==> config.mk <==
export PLATFORM = sky130hd
export DESIGN_NAME = delta_log_decoder_four_phase_top
export DESIGN_NICKNAME = d
export VERILOG_FILES = /design/src/dld4_pkg.sv /design/src/dld4_front.sv /design/src/dld4_queue.sv /design/src/dld4_back.sv /design/src/delta_log_decoder_four_phase_top.sv
export SDC_FILE = /design/constraint.sdc
export NUM_CORES = 2
export LEC_CHECK = 0
export BUFFER_PORTS_ARGS = -buffer_cell sky130_fd_sc_hd__buf_2
export CORE_ASPECT_RATIO = 0.5
export CORE_MARGIN = 5
export CORE_UTILIZATION = 64
export DETAILED_ROUTE_END_ITERATION = 10
export PLACE_DENSITY = 0.8
export SLEW_MARGIN = 0
export SYNTH_ARGS = -nofsm -noshare
export SYNTH_HDL_FRONTEND = slang
export SYNTH_HIERARCHICAL = 1
export SYNTH_SLANG_ARGS = --single-unit
==> constraint.sdc <==
create_clock -name clk_i -period 22.3 [get_ports clk_i]
set_input_delay 1.115 -clock clk_i [delete_from_list [all_inputs] [get_ports clk_i]]
set_output_delay 1.115 -clock clk_i [all_outputs]
set_load 0.02 [all_outputs]
==> src/dld4_pkg.sv <==
package dld4_pkg;

  localparam int ValueBitsDef = 20;

  localparam logic [7:0] CodeSampleStart = 8'h40;
  localparam logic [7:0] CodeDecoUp      = 8'hAB;
  localparam logic [7:0] CodeDecoDown    = 8'hAD;
  localparam logic [15:0] CeilingStep    = 16'd10;
  localparam logic [19:0] TempOffset     = 20'd80;

  localparam logic [1:0] RegStartDepth = 2'd0;
  localparam logic [1:0] RegStartTemp  = 2'd1;
  localparam logic [1:0] RegStartTank  = 2'd2;
  localparam logic [1:0] RegInterval   = 2'd3;

  typedef enum logic [1:0] {
    PH_HEADER = 2'd0,
    PH_SAMPLE = 2'd1,
    PH_DECO   = 2'd2
  } phase_e;

  typedef enum logic [3:0] {
    KIND_DEPTH      = 4'd0,
    KIND_TEMP       = 4'd1,
    KIND_TANK       = 4'd2,
    KIND_EVENT      = 4'd3,
    KIND_FIRST_STOP = 4'd4,
    KIND_DECO_TOTAL = 4'd5,
    KIND_ASCENT     = 4'd6,
    KIND_GAS_RATE   = 4'd7,
    KIND_INTERDIVE  = 4'd8
  } kind_e;

  typedef struct packed {
    kind_e              kind;
    logic [31:0]        time_sec;
    logic signed [19:0] reading;
    logic [15:0]        ceiling;
    logic [7:0]         code;
    logic [31:0]        stamp;
  } rec_t;

  // One decoded input word: optional opening values, then up to two records.
  typedef struct packed {
    logic               init_en;
    logic signed [19:0] init_depth;
    logic [15:0]        init_temp;
    logic signed [19:0] init_tank;
    logic [1:0]         nmain;
    rec_t [1:0]         rec;
  } job_t;

  function automatic logic [4:0] record_len(logic [7:0] c);
    logic [4:0] len;
    begin
      unique case (c) inside
        8'h00, 8'h03: len = 5'd16;
        8'h01, 8'h10: len = 5'd20;
        8'h02: len = 5'd17;
        [8'h06:8'h0e]: len = 5'd18;
        default: len = 5'd0;
      endcase
      return len;
    end
  endfunction

  function automatic rec_t mk_rec(kind_e k, logic [31:0] t, logic signed [19:0] rd,
                                  logic [15:0] ce, logic [7:0] cd, logic [31:0] st);
    rec_t r;
    begin
      r.kind = k;
      r.time_sec = t;
      r.reading = rd;
      r.ceiling = ce;
      r.code = cd;
      r.stamp = st;
      return r;
    end
  endfunction

endpackage

==> src/dld4_front.sv <==
module dld4_front #(
  parameter int ValueBits = 20
) (
  input  logic            clk_i,
  input  logic            rst_ni,
  input  logic            cfg_we_i,
  input  logic [1:0]      cfg_index_i,
  input  logic [15:0]     cfg_data_i,
  input  logic            in_valid_i,
  output logic            in_stall_o,
  input  logic [7:0]      data_byte_i,
  input  logic            first_byte_i,
  input  logic            last_byte_i,
  output logic            push_o,
  output dld4_pkg::job_t  job_o,
  input  logic            full_i
);
  import dld4_pkg::*;

  localparam int VB = ValueBits;

  logic [15:0] start_depth_q, start_temp_q, start_tank_q;
  logic [7:0]  interval_q;

  phase_e                phase_q, phase_d;
  logic                  init_q, init_d, slot_q, slot_d;
  logic [1:0]            rot_q, rot_d;
  logic [4:0]            pend_q, pend_d;
  logic [31:0]           gath_q, gath_d, tm_q, tm_d;
  logic [7:0]            code_q, code_d;
  logic signed [VB-1:0]  dep_q, dep_d, tank_q, tank_d, gas_q, gas_d;
  logic [15:0]           ceil_q, ceil_d;
  logic                  accept;
  job_t                  job;

  function automatic logic signed [VB-1:0] sat_add(logic signed [VB-1:0] a,
                                                   logic signed [8:0] d);
    logic signed [VB:0] s;
    begin
      s = {a[VB-1], a} + {{(VB-8){d[8]}}, d};
      if (s[VB] != s[VB-1]) begin
        return s[VB] ? {1'b1, {(VB-1){1'b0}}} : {1'b0, {(VB-1){1'b1}}};
      end
      return s[VB-1:0];
    end
  endfunction

  function automatic logic signed [19:0] to_rd(logic signed [VB-1:0] v);
    logic signed [32:0] w;
    begin
      w = 33'(v);
      if (w > 33'sd524287) return 20'sd524287;
      if (w < -33'sd524288) return -20'sd524288;
      return w[19:0];
    end
  endfunction

  function automatic logic signed [VB-1:0] sat_start(logic [15:0] v);
    logic [32:0] w, hi;
    begin
      w = {17'd0, v};
      hi = (33'd1 << (VB - 1)) - 33'd1;
      return (w > hi) ? hi[VB-1:0] : w[VB-1:0];
    end
  endfunction

  assign accept = in_valid_i && !in_stall_o;
  assign in_stall_o = full_i;

  always_comb begin
    logic [7:0] b;
    logic [6:0] mag;
    logic [4:0] idx5;
    logic [1:0] idx;
    logic [16:0] c17;
    logic signed [8:0] d9;
    rec_t r0, r1;
    logic [1:0] nm;
    b = data_byte_i;
    mag = b[6:0];
    idx5 = '0;
    idx = '0;
    c17 = '0;
    d9 = '0;
    r0 = '0;
    r1 = '0;
    nm = 2'd0;
    phase_d = phase_q; init_d = init_q; slot_d = slot_q; rot_d = rot_q;
    pend_d = pend_q; gath_d = gath_q; code_d = code_q; dep_d = dep_q;
    tank_d = tank_q; gas_d = gas_q; ceil_d = ceil_q; tm_d = tm_q;
    job = '0;
    if (first_byte_i) begin
      phase_d = PH_HEADER; init_d = 1'b0; slot_d = 1'b0; rot_d = 2'd0;
      pend_d = '0; gath_d = '0; code_d = '0;
      dep_d = sat_start(start_depth_q); tank_d = sat_start(start_tank_q);
      gas_d = '0; ceil_d = '0; tm_d = '0;
    end
    if (phase_d == PH_HEADER && pend_d != 5'd0) begin
      idx5 = record_len(code_d) - pend_d;
      if (idx5 < 5'd4) gath_d[idx5[1:0]*8 +: 8] = gath_d[idx5[1:0]*8 +: 8] | b;
      pend_d = pend_d - 5'd1;
      if (pend_d == 5'd0 && !last_byte_i) begin
        r0 = mk_rec(KIND_INTERDIVE, 32'd0, 20'sd0, 16'd0, code_d, gath_d);
        nm = 2'd1;
      end
    end else if (phase_d == PH_HEADER && !b[7] && b != CodeSampleStart) begin
      code_d = b;
      gath_d = '0;
      pend_d = record_len(b);
    end else if (phase_d == PH_DECO) begin
      if (pend_d > 5'd4 || pend_d == 5'd0) pend_d = 5'd4;
      idx = 2'(5'd4 - pend_d);
      gath_d[idx*8 +: 8] = gath_d[idx*8 +: 8] | b;
      pend_d = pend_d - 5'd1;
      if (pend_d == 5'd0) begin
        r0 = mk_rec(KIND_FIRST_STOP, tm_d, 20'({4'd0, gath_d[15:0]} + 20'd1), ceil_d,
                    8'd0, 32'd0);
        r1 = mk_rec(KIND_DECO_TOTAL, tm_d, 20'({4'd0, gath_d[31:16]} + 20'd1), 16'd0,
                    8'd0, 32'd0);
        nm = 2'd2;
        phase_d = PH_SAMPLE;
      end
    end else begin
      if (phase_d == PH_HEADER) begin
        phase_d = PH_SAMPLE;
        if (!init_d) begin
          init_d = 1'b1;
          job.init_en = 1'b1;
        end
      end
      if (!slot_d) begin
        if (b[7]) begin
          r0 = mk_rec(KIND_EVENT, tm_d, 20'sd0, 16'd0, b, 32'd0);
          nm = 2'd1;
          if (b == CodeDecoUp || b == CodeDecoDown) begin
            if (b == CodeDecoUp) begin
              c17 = {1'b0, ceil_d} + {1'b0, CeilingStep};
              ceil_d = c17[16] ? 16'hFFFF : c17[15:0];
            end else begin
              ceil_d = (ceil_d < CeilingStep) ? 16'd0 : ceil_d - CeilingStep;
            end
            phase_d = PH_DECO;
            pend_d = 5'd4;
            gath_d = '0;
          end
        end else begin
          tm_d = tm_d + {24'd0, interval_q};
          d9 = {3'b000, b[5:0]};
          dep_d = sat_add(dep_d, b[6] ? -d9 : d9);
          r0 = mk_rec(KIND_DEPTH, tm_d, to_rd(dep_d), 16'd0, 8'd0, 32'd0);
          nm = 2'd1;
          slot_d = 1'b1;
        end
      end else begin
        d9 = {2'b00, mag};
        case (rot_d)
          2'd0: r0 = mk_rec(KIND_ASCENT, tm_d, b[7] ? 20'(d9) : -20'(d9), 16'd0, 8'd0,
                            32'd0);
          2'd1: begin
            gas_d = sat_add(gas_d, b[7] ? -d9 : d9);
            r0 = mk_rec(KIND_GAS_RATE, tm_d, to_rd(gas_d), 16'd0, 8'd0, 32'd0);
          end
          2'd2: begin
            tank_d = sat_add(tank_d, b[7] ? -d9 : d9);
            r0 = mk_rec(KIND_TANK, tm_d, to_rd(tank_d), 16'd0, 8'd0, 32'd0);
          end
          default: r0 = mk_rec(KIND_TEMP, tm_d, 20'({mag, 1'b0}) + TempOffset, 16'd0,
                               8'd0, 32'd0);
        endcase
        nm = 2'd1;
        rot_d = rot_d + 2'd1;
        slot_d = 1'b0;
      end
    end
    if (last_byte_i && phase_d == PH_HEADER) begin
      if (!init_d) begin
        init_d = 1'b1;
        job.init_en = 1'b1;
      end
      phase_d = PH_SAMPLE;
      pend_d = '0;
    end
    job.init_depth = to_rd(dep_d);
    job.init_temp = start_temp_q;
    job.init_tank = to_rd(tank_d);
    job.nmain = nm;
    job.rec[0] = r0;
    job.rec[1] = r1;
  end

  assign job_o = job;
  assign push_o = accept && (job.init_en || job.nmain != 2'd0);

  always_ff @(posedge clk_i or negedge rst_ni) begin
    if (!rst_ni) begin
      start_depth_q <= '0; start_temp_q <= '0; start_tank_q <= '0; interval_q <= 8'd1;
    end else if (cfg_we_i) begin
      case (cfg_index_i)
        RegStartDepth: start_depth_q <= cfg_data_i;
        RegStartTemp:  start_temp_q <= cfg_data_i;
        RegStartTank:  start_tank_q <= cfg_data_i;
        default:       interval_q <= cfg_data_i[7:0];
      endcase
    end
  end

  always_ff @(posedge clk_i or negedge rst_ni) begin
    if (!rst_ni) begin
      phase_q <= PH_HEADER; init_q <= 1'b0; slot_q <= 1'b0; rot_q <= '0;
      pend_q <= '0; gath_q <= '0; code_q <= '0; dep_q <= '0; tank_q <= '0;
      gas_q <= '0; ceil_q <= '0; tm_q <= '0;
    end else if (accept) begin
      phase_q <= phase_d; init_q <= init_d; slot_q <= slot_d; rot_q <= rot_d;
      pend_q <= pend_d; gath_q <= gath_d; code_q <= code_d; dep_q <= dep_d;
      tank_q <= tank_d; gas_q <= gas_d; ceil_q <= ceil_d; tm_q <= tm_d;
    end
  end

  a_deco_pending: assert property (@(posedge clk_i) disable iff (!rst_ni)
    phase_q == PH_DECO |-> pend_q != 5'd0 && pend_q <= 5'd4)
    else $error("deco phase without a pending count");

endmodule

==> src/dld4_queue.sv <==
module dld4_queue (
  input  logic           clk_i,
  input  logic           rst_ni,
  input  logic           push_i,
  input  dld4_pkg::job_t data_i,
  output logic           full_o,
  output logic           valid_o,
  output dld4_pkg::job_t data_o,
  input  logic           pop_i
);
  import dld4_pkg::*;

  job_t       mem_q [2];
  logic       wr_q, rd_q;
  logic [1:0] cnt_q;

  assign full_o = cnt_q == 2'd2;
  assign valid_o = cnt_q != 2'd0;
  assign data_o = mem_q[rd_q];

  always_ff @(posedge clk_i) begin
    if (push_i) mem_q[wr_q] <= data_i;
  end

  always_ff @(posedge clk_i or negedge rst_ni) begin
    if (!rst_ni) begin
      wr_q <= 1'b0; rd_q <= 1'b0; cnt_q <= '0;
    end else begin
      if (push_i) wr_q <= ~wr_q;
      if (pop_i) rd_q <= ~rd_q;
      cnt_q <= cnt_q + {1'b0, push_i} - {1'b0, pop_i};
    end
  end

  a_no_overflow: assert property (@(posedge clk_i) disable iff (!rst_ni)
    !(push_i && full_o)) else $error("queue written while full");
  a_no_underflow: assert property (@(posedge clk_i) disable iff (!rst_ni)
    !(pop_i && !valid_o)) else $error("queue read while empty");

endmodule

==> src/dld4_back.sv <==
module dld4_back (
  input  logic               clk_i,
  input  logic               rst_ni,
  input  logic               valid_i,
  input  dld4_pkg::job_t     job_i,
  output logic               pop_o,
  output logic               out_valid_o,
  input  logic               out_stall_i,
  output logic [3:0]         record_kind_o,
  output logic [31:0]        time_sec_o,
  output logic signed [19:0] reading_o,
  output logic [15:0]        ceiling_ft_o,
  output logic [7:0]         code_byte_o,
  output logic [31:0]        stamp_raw_o,
  output logic               run_end_o
);
  import dld4_pkg::*;

  logic [2:0] idx_q, nb, total, m;
  logic       load, last;
  logic       valid_q, end_q;
  rec_t       sel, out_q;

  assign nb = job_i.init_en ? 3'd3 : 3'd0;
  assign total = nb + {1'b0, job_i.nmain};
  assign last = idx_q == total - 3'd1;
  assign m = idx_q - nb;
  assign load = valid_i && (!valid_q || !out_stall_i);
  assign pop_o = load && last;

  always_comb begin
    sel = job_i.rec[m[0]];
    if (idx_q < nb) begin
      case (idx_q[1:0])
        2'd0: sel = mk_rec(KIND_DEPTH, 32'd0, job_i.init_depth, 16'd0, 8'd0, 32'd0);
        2'd1: sel = mk_rec(KIND_TEMP, 32'd0, 20'({4'd0, job_i.init_temp}), 16'd0, 8'd0,
                           32'd0);
        default: sel = mk_rec(KIND_TANK, 32'd0, job_i.init_tank, 16'd0, 8'd0, 32'd0);
      endcase
    end
  end

  always_ff @(posedge clk_i) begin
    if (load) begin
      out_q <= sel;
      end_q <= last;
    end
  end

  always_ff @(posedge clk_i or negedge rst_ni) begin
    if (!rst_ni) begin
      valid_q <= 1'b0; idx_q <= '0;
    end else begin
      if (load) idx_q <= last ? 3'd0 : idx_q + 3'd1;
      if (load) valid_q <= 1'b1;
      else if (!out_stall_i) valid_q <= 1'b0;
    end
  end

  assign out_valid_o = valid_q;
  assign record_kind_o = out_q.kind;
  assign time_sec_o = out_q.time_sec;
  assign reading_o = out_q.reading;
  assign ceiling_ft_o = out_q.ceiling;
  assign code_byte_o = out_q.code;
  assign stamp_raw_o = out_q.stamp;
  assign run_end_o = end_q;

  a_idx_range: assert property (@(posedge clk_i) disable iff (!rst_ni)
    valid_i |-> idx_q < total) else $error("result index beyond the word");

endmodule

==> src/delta_log_decoder_four_phase_top.sv <==
// Decodes a dive-log byte stream, one byte per word, into result words. The front
// end takes a byte every cycle while the two-entry queue has room; the back end
// sends one result per cycle while the output is not stalled; a byte gives at most
// one result, the opening byte of a log up to four and a deco record's last byte two.
// The queue lets a new byte enter while a result still waits to be taken.
module delta_log_decoder_four_phase_top #(
  parameter int ValueBits = dld4_pkg::ValueBitsDef
) (
  input  logic               clk_i,
  input  logic               rst_ni,
  input  logic               cfg_we_i,
  input  logic [1:0]         cfg_index_i,
  input  logic [15:0]        cfg_data_i,
  input  logic               in_valid_i,
  output logic               in_stall_o,
  input  logic [7:0]         data_byte_i,
  input  logic               first_byte_i,
  input  logic               last_byte_i,
  output logic               out_valid_o,
  input  logic               out_stall_i,
  output logic [3:0]         record_kind_o,
  output logic [31:0]        time_sec_o,
  output logic signed [19:0] reading_o,
  output logic [15:0]        ceiling_ft_o,
  output logic [7:0]         code_byte_o,
  output logic [31:0]        stamp_raw_o,
  output logic               run_end_o
);
  import dld4_pkg::*;

  logic push, full, q_valid, pop;
  job_t push_job, head_job;

  dld4_front #(.ValueBits(ValueBits)) u_front (
    .clk_i, .rst_ni, .cfg_we_i, .cfg_index_i, .cfg_data_i,
    .in_valid_i, .in_stall_o, .data_byte_i, .first_byte_i, .last_byte_i,
    .push_o(push), .job_o(push_job), .full_i(full)
  );

  dld4_queue u_queue (
    .clk_i, .rst_ni, .push_i(push), .data_i(push_job), .full_o(full),
    .valid_o(q_valid), .data_o(head_job), .pop_i(pop)
  );

  dld4_back u_back (
    .clk_i, .rst_ni, .valid_i(q_valid), .job_i(head_job), .pop_o(pop),
    .out_valid_o, .out_stall_i, .record_kind_o, .time_sec_o, .reading_o,
    .ceiling_ft_o, .code_byte_o, .stamp_raw_o, .run_end_o
  );

endmodule

* Word-level counts from Yosys, hierarchy flattened
Memory sizes are Yosys's and may differ from the RTL's.
Cells that the tools add are included.
** Storage, ports and cells
- Flip-flop bits (word level) :: 336
- Bits in writable memories :: 566
- Input port bits :: 33
- Word-level logic and storage cells :: 382
- Memories :: 1
** Cells by class
- Add/sub/neg operators :: 25
- $lt $le $gt $ge :: 19
- Equal/unequal tests :: 23
- Shifts and indexed selects :: 6
- Muxes and demuxes :: 233
- Bitwise gates (word level) :: 5
- Reductions and logical operators :: 42
** Memory list
- u_queue.mem_q :: words 2, width 283, rd ports 1, clocked after memory_dff 0, wr ports 1, line dld4_queue.sv:13 : job_t mem_q [2];
** Operators by type and width (count)
- 2-to-1 mux 20 bit :: 63
- 2-to-1 mux 112 bit :: 11
- 2-to-1 mux 32 bit :: 14
- one-hot mux 111 bit (3 select lines) :: 1
- 2-to-1 mux 111 bit :: 2
- one-hot mux 110 bit (2 select lines) :: 1
- 2-to-1 mux 16 bit :: 10
- 2-to-1 mux 110 bit :: 1
- greater-than comparator 20 bit (second input constant) :: 5
- less-than comparator 20 bit (second input constant) :: 5
- 2-to-1 mux 1 bit :: 87
- negation 5 -> 34 bit :: 2
- variable shift 8 x 34 -> 32 bit (first input constant) :: 2
- indexed part select 8 x 34 -> 32 bit :: 2
- 2-to-1 mux 5 bit :: 13
- bitwise mux 32 bit :: 2
- indexed part select 32 x 6 -> 8 bit :: 2
- adder 20 x 9 -> 21 bit :: 3
- 2-to-1 mux 2 bit :: 20
- one-hot mux 5 bit (4 select lines) :: 2
- adder 16 x 1 -> 17 bit (second input constant) :: 2
- adder 32 x 8 -> 32 bit :: 1
- == test 8 x 2 -> 1 bit (second input constant) :: 4
- 2-to-1 mux 8 bit :: 3
- 47 further kinds :: 95

* Logic depth before layout (Yosys ltp)
- Depth in word-level cells :: 36
- Depth in mapped cells :: 29
- Mapped depth without buffers :: 24

* Hierarchy
The synthesis kept the hierarchy.
** Modules (own cells, without submodules)
- dld4_queue :: instances 1, cells each 896, area each 21755.9 um^2
- dld4_front :: instances 1, cells each 2660, area each 21443.1 um^2
- dld4_back :: instances 1, cells each 446, area each 5903.2 um^2

* Worst setup path after synthesis
Ideal clock, no wire load.
- Path kind :: in2reg
- From :: input first_byte_i
- To :: memory u_queue/mem_q[0][0] in the netlist's numbering (enable)
- Data arrival time :: 16.564 ns
- Slack :: 4.769 ns
- Stages :: 18
- Path buffers :: 6
- Path through :: and2b_1 -> clkbuf_2 -> inv_1 -> ha_1 -> buf_4 -> xnor2_1 -> nand2_2 -> buf_6 -> buf_2 -> ha_1 -> clkbuf_1 -> o21ai_0 -> nand2_1 -> inv_1 -> buf_1 -> nor3_1 -> nor2_1 -> nor2b_1
** On the way
- Word-level cells in the longest chain between the ends :: 20
** RTL lines
- start: declaration :: line delta_log_decoder_four_phase_top.sv:17 : input logic first_byte_i,
- 2-to-1 mux 5 bit :: line dld4_front.sv:92 : if (first_byte_i) begin
- greater-than comparator 5 x 3 -> 1 bit or logical NOT 5 bit (tied branches) :: line dld4_front.sv:111 : if (pend_d > 5'd4 || pend_d == 5'd0) pend_d = 5'd4;
- logical OR 1 bit :: line dld4_front.sv:111
- 2-to-1 mux 5 bit :: line dld4_front.sv:111
- 2-to-1 mux 5 bit :: line dld4_front.sv:110 : end else if (phase_d == PH_DECO) begin
- 2-to-1 mux 5 bit :: line dld4_front.sv:106 : end else if (phase_d == PH_HEADER && !b[7] && b != CodeSampleStart) begin
- 2-to-1 mux 5 bit :: line dld4_front.sv:98 : if (phase_d == PH_HEADER && pend_d != 5'd0) begin
- subtractor 5 x 1 -> 5 bit :: line dld4_front.sv:114 : pend_d = pend_d - 5'd1;
- (+5 left out)
- logical NOT 2 bit :: line dld4_front.sv:175 : if (last_byte_i && phase_d == PH_HEADER) begin
- logical AND 1 bit :: line dld4_front.sv:175
- 2-to-1 mux 1 bit :: line dld4_front.sv:175
- logical OR 1 bit * :: line dld4_front.sv:192 : assign push_o = accept && (job.init_en || job.nmain != 2'd0);
- logical AND 1 bit * :: line dld4_front.sv:192
- net push :: line delta_log_decoder_four_phase_top.sv:31 : logic push, full, q_valid, pop;
- 2-to-1 mux 1 bit * :: line dld4_queue.sv:22 : if (push_i) mem_q[wr_q] <= data_i;
- 2-to-1 mux 1 bit (implied by the code) * :: line dld4_queue.sv:22
- end: declaration :: line dld4_queue.sv:13
Mark *: on every way through the listed nets, which the timed path passes. The rest lies on a longest branch. The select of a mux whose other input is x is not followed.

==> results by group <==
Cells and area
  • Fraction of layout cells with a size suffix above 1: between 10% and 20%
  • Final #Nets: roughly 4.2k
  • Area growth syn-to-layout: 7.78%

Setup path
  • Setup CP Type: in2reg
  • CP Launch Point: first_byte_i
  • Worst path required time: roughly 23 ns
  • CP delay by family, top: compound AO/OA/AOI/OAI gates
  • Cell mode on critical path: o21ai_0
  • Crit Path Max Fanout: 53
  • Cells along the critical path: buf_6 -> buf_4 -> buf_4 -> mux2_2 -> ha_1 -> o21ai_0 -> o21a_1 -> o21ai_0 -> a2111oi_0 -> o41ai_1 -> a311oi_1 -> o21bai_1 -> xor2_1 -> ha_1 -> inv_1 -> o21ai_0 -> nor2_2 -> o21ai_0 -> o221ai_1
  • Bufs and invs on worst path: 4
  • Largest stage delay, worst path: just over 0.8 ns
  • CP max stage cell: o41ai_1
  • Reg2reg start: u_front/pend_q[1]
  • Worst path arrival time: roughly 8.5 ns
  • Crit end category: flop
  • Critical Path Source Type: input port

Route
  • Wirelength per Cell: approximately 26 um
  • Post-detailed-route DRC marker count: 0
  • Vias: around 34k
  • Iter 0 DRT Violations: 3977
  • First-pass detailed-route iteration total: 8
  • Post-DR vias/cell: 6.57
  • Routed wire length: ~130000 um
  • Final ANT Viol Nets: 0

Placed design
  • Final RePlAce weighted congestion: ~1.1
  • IO buf count: 147
  • Final HPWL DP: about 90000 um

Synthesis
  • Area contributors post-synth: edfxtp_1, dfrtp_1, mux2_4
  • Synthesis-stage register bit count: roughly 900
  • Main synth FF type: edfxtp_1
  • Top cell type's share of synthesized area: 41.5%
  • Post-synth cell types: 112
  • EDFF count, synth: between 600 and 700
  • Mapped Area: ~0.049 mm2
  • Post-synth ARST share: about a quarter
  • Post-synthesis cell count: between 4k and 5k
  • Syn avg cell area: approximately 12 um2
  • Seq/Total Area, Yosys: a little over half
  • Synthesis warning total: 6
  • Area leader, netlist: edfxtp_1

Power
  • Switching Share: a little under two fifths
  • Sequential share of power: 36.8%
  • Peak VDD IR: ~0.000098 V
  • Combinational Power Share: 42.7%
  • Int Pwr: ~0.0044 W
  • Leak: about 22 nW
  • Total power draw: 0.00711 W
  • Pwr dens: 134 mW/mm2
  • Psw: between 0.002 and 0.003 W
  • Clock Power Share: 20.4%

Timing
  • Tcrit/Tclk final: a little over a third
  • Worst slew margin: between 2 and 3%
  • Final setup viols: 0
  • Fin crit period: roughly 8 ns
  • Clk_skew: roughly 0.029 ns
  • Least-Margin Pin Slew: about 1.4 ns
  • RSZ-0062 raised after global routing: no
  • Fin. max-slew vios: 0
  • Final hold violation count: 0
  • Setup TNS: 0 ns
  • Achievable frequency: ~0.12 GHz

Global routing
  • First-pass GRT wire length: 202000 um
  • Vias in the first global route: roughly 33k
  • Gr usage total: about a third
  • Largest net degree at the start of global routing: about 150
  • Antenna violations before repair: 3
  • GRT overflow: 0

Clock network
  • Clock sink count: roughly 900
  • Clock buffer depth: 3
  • Clock Latency Late Sink: a little under 0.7 ns
  • Root Buffer: clkbuf_16
  • CTS tree: yes
  • H-Tree Depth: 3
  • TritonCTS buffer count: 80
  • Clk pin slew, worst setup/hold paths: around 0.060 ns
  • Setup bufs post-CTS: 0
  • Post-CTS Resized: 0
  • Hold buffer count at cts: 0

Die
  • Die span in x: 402 um
  • Die area: between 0.08 and 0.09 mm2
  • Ports: about 150
  • Initial Util: between 60% and 70%
  • Core area: 0.0756 mm2
  • Die Y: a little over 200 um
  • # rows: between 70 and 80

Run
  • Max-Cap Viols: 0

Min path
  • Worst Hold Class: in2async

Status
  • Outcome: completed
[area by class of cell]
cell class | count | area [um2]
tap | 1022 | 1280
sequential | 902 | 26000
inverter | 87 | 339
fill | 5232 | 22700
clock buffer | 107 | 2250
clock inverter | 43 | 490
timing repair buffer | 209 | 1240
antenna | 1 | 2.50
multi-input combinational | 2778 | 21300
[synth_stat cells (45+ instances only)]
cell type and instances:
nor2b_1 104, dfrtp_1 222, mux2_2 140, nor3_1 71, a21o_1 77, xor2_1 45
clkbuf_1 117, mux2_4 261, nor2_1 288, nand3_1 57, mux2i_1 180, buf_4 70
nand2_1 316, a21oi_1 142, xnor2_1 74, inv_1 81, buf_2 53, a22o_1 68
ha_1 114, o21ai_0 186, edfxtp_1 679, and3_1 63
[worst reg2reg max path, stage by stage (launching register included)]
cell and delay [ns]:
dfrtp_1 0.41, and2b_1 0.28, inv_1 0.27, ha_1 0.44, xnor2_1 0.11, buf_4 0.20, nand2_2 0.48, ha_1 0.51
o21ai_0 0.19, o21ai_2 0.09, buf_4 0.38, nand2_1 0.14, inv_1 0.08, buf_4 0.39, nor3_1 0.13, nor2_1 0.28
nor2b_4 0.85, buf_4 0.87, buf_4 0.97
[state kept, by name, summed over array words and instances, names as in the netlist, 16 cells and up]
register / count
u_queue/mem_q: 566
u_back/stamp_raw_o: 32
u_back/time_sec_o: 32
u_front/gath_q: 32
u_front/tm_q: 32
u_back/reading_o: 20
u_front/dep_q: 20
u_front/gas_q: 20
u_front/tank_q: 20
u_back/ceiling_ft_o: 16
u_front/ceil_q: 16
u_front/start_depth_q: 16
u_front/start_tank_q: 16
u_front/start_temp_q: 16
[kinds of logic after synthesis]
family	Yosys count	synth area share (%)
adders and majority gates	119	3.11
and+or+nand+nor	1096	11.0
muxes	597	15.6
other	1	0.00764
buffers and inverters	382	4.25
DFF	902	52.9
xor gates and xnor gates	122	2.27
AOI/OAI and AO/OA	783	10.9
[final timing paths]
kind                                              end  slack (ns)  depth (start not counted)
min in group clk_i              u_queue/mem_q[0][259]        0.47                          0
worst min register to register  u_queue/mem_q[0][259]        0.47                          0
worst max register to register    u_queue/mem_q[0][2]       14.78                         18
max in group asynchronous          u_front/gath_q[23]       20.47                          2
worst min-delay path                u_front/tank_q[8]        0.41                          1
worst max-delay path             u_queue/mem_q[1][70]       14.25                         19
[cell usage in the layout, fill, tap and decap left out, types with 14 or more instances in the layout]
cell	instances
nor3b_1	15
inv_1	81
conb_1	61
nand3_1	57
nor2b_1	102
nand2_1	316
o21bai_1	21
o221ai_1	14
nand2b_1	35
nor3_1	71
a211oi_1	24
nand4_1	24
or3_1	18
o211ai_1	23
o21a_1	22
mux2_2	140
xor2_1	45
buf_2	145
o21ai_0	185
a221o_1	16
a31oi_1	32
mux2i_1	180
buf_4	60
mux2_4	261
and3_1	63
nor4_1	21
nor2_1	286
xnor2_1	74
clkbuf_16	82
and2_1	17
a21o_1	77
a22o_1	68
edfxtp_1	679
clkbuf_1	15
dfrtp_1	221
a21oi_1	141
ha_1	113
o31ai_1	25
[routing by layer]
layer  global-route usage, %  routed length [um]  share of wire (%)
met5                       0                  15              0.011
met4                    9.60                4160                3.1
met3                    7.68               14100                 11
met2                    48.6               59000                 44
met1                    46.1               56200                 42
[power groups by stage]
stage	sequential (W)	combinational, W	clock (W)
global placement	0.00262	0.00293	0
finish	0.00262	0.00304	0.00145
global route	0.00266	0.00321	0.00155
detailed placement	0.00265	0.00298	0
floorplan	0.00282	0.00207	0
CTS	0.00262	0.00301	0.00147
[per-stage QoR]
stage               util, %  instance area (um2)  hold slack (ns)  instances  setup WS, ns
finish                 70.0                52900            0.410       5149         14.25
global route           70.0                52900            0.446       5148         13.88
CTS                    70.0                52900            0.413       5148         14.36
detailed placement     66.4                50200            0.453       4998         13.68
global placement       66.4                50200            0.444       4998         13.83
floorplan                 -                49300            0.437       4062          4.77
(Power assumes the default switching activity.)
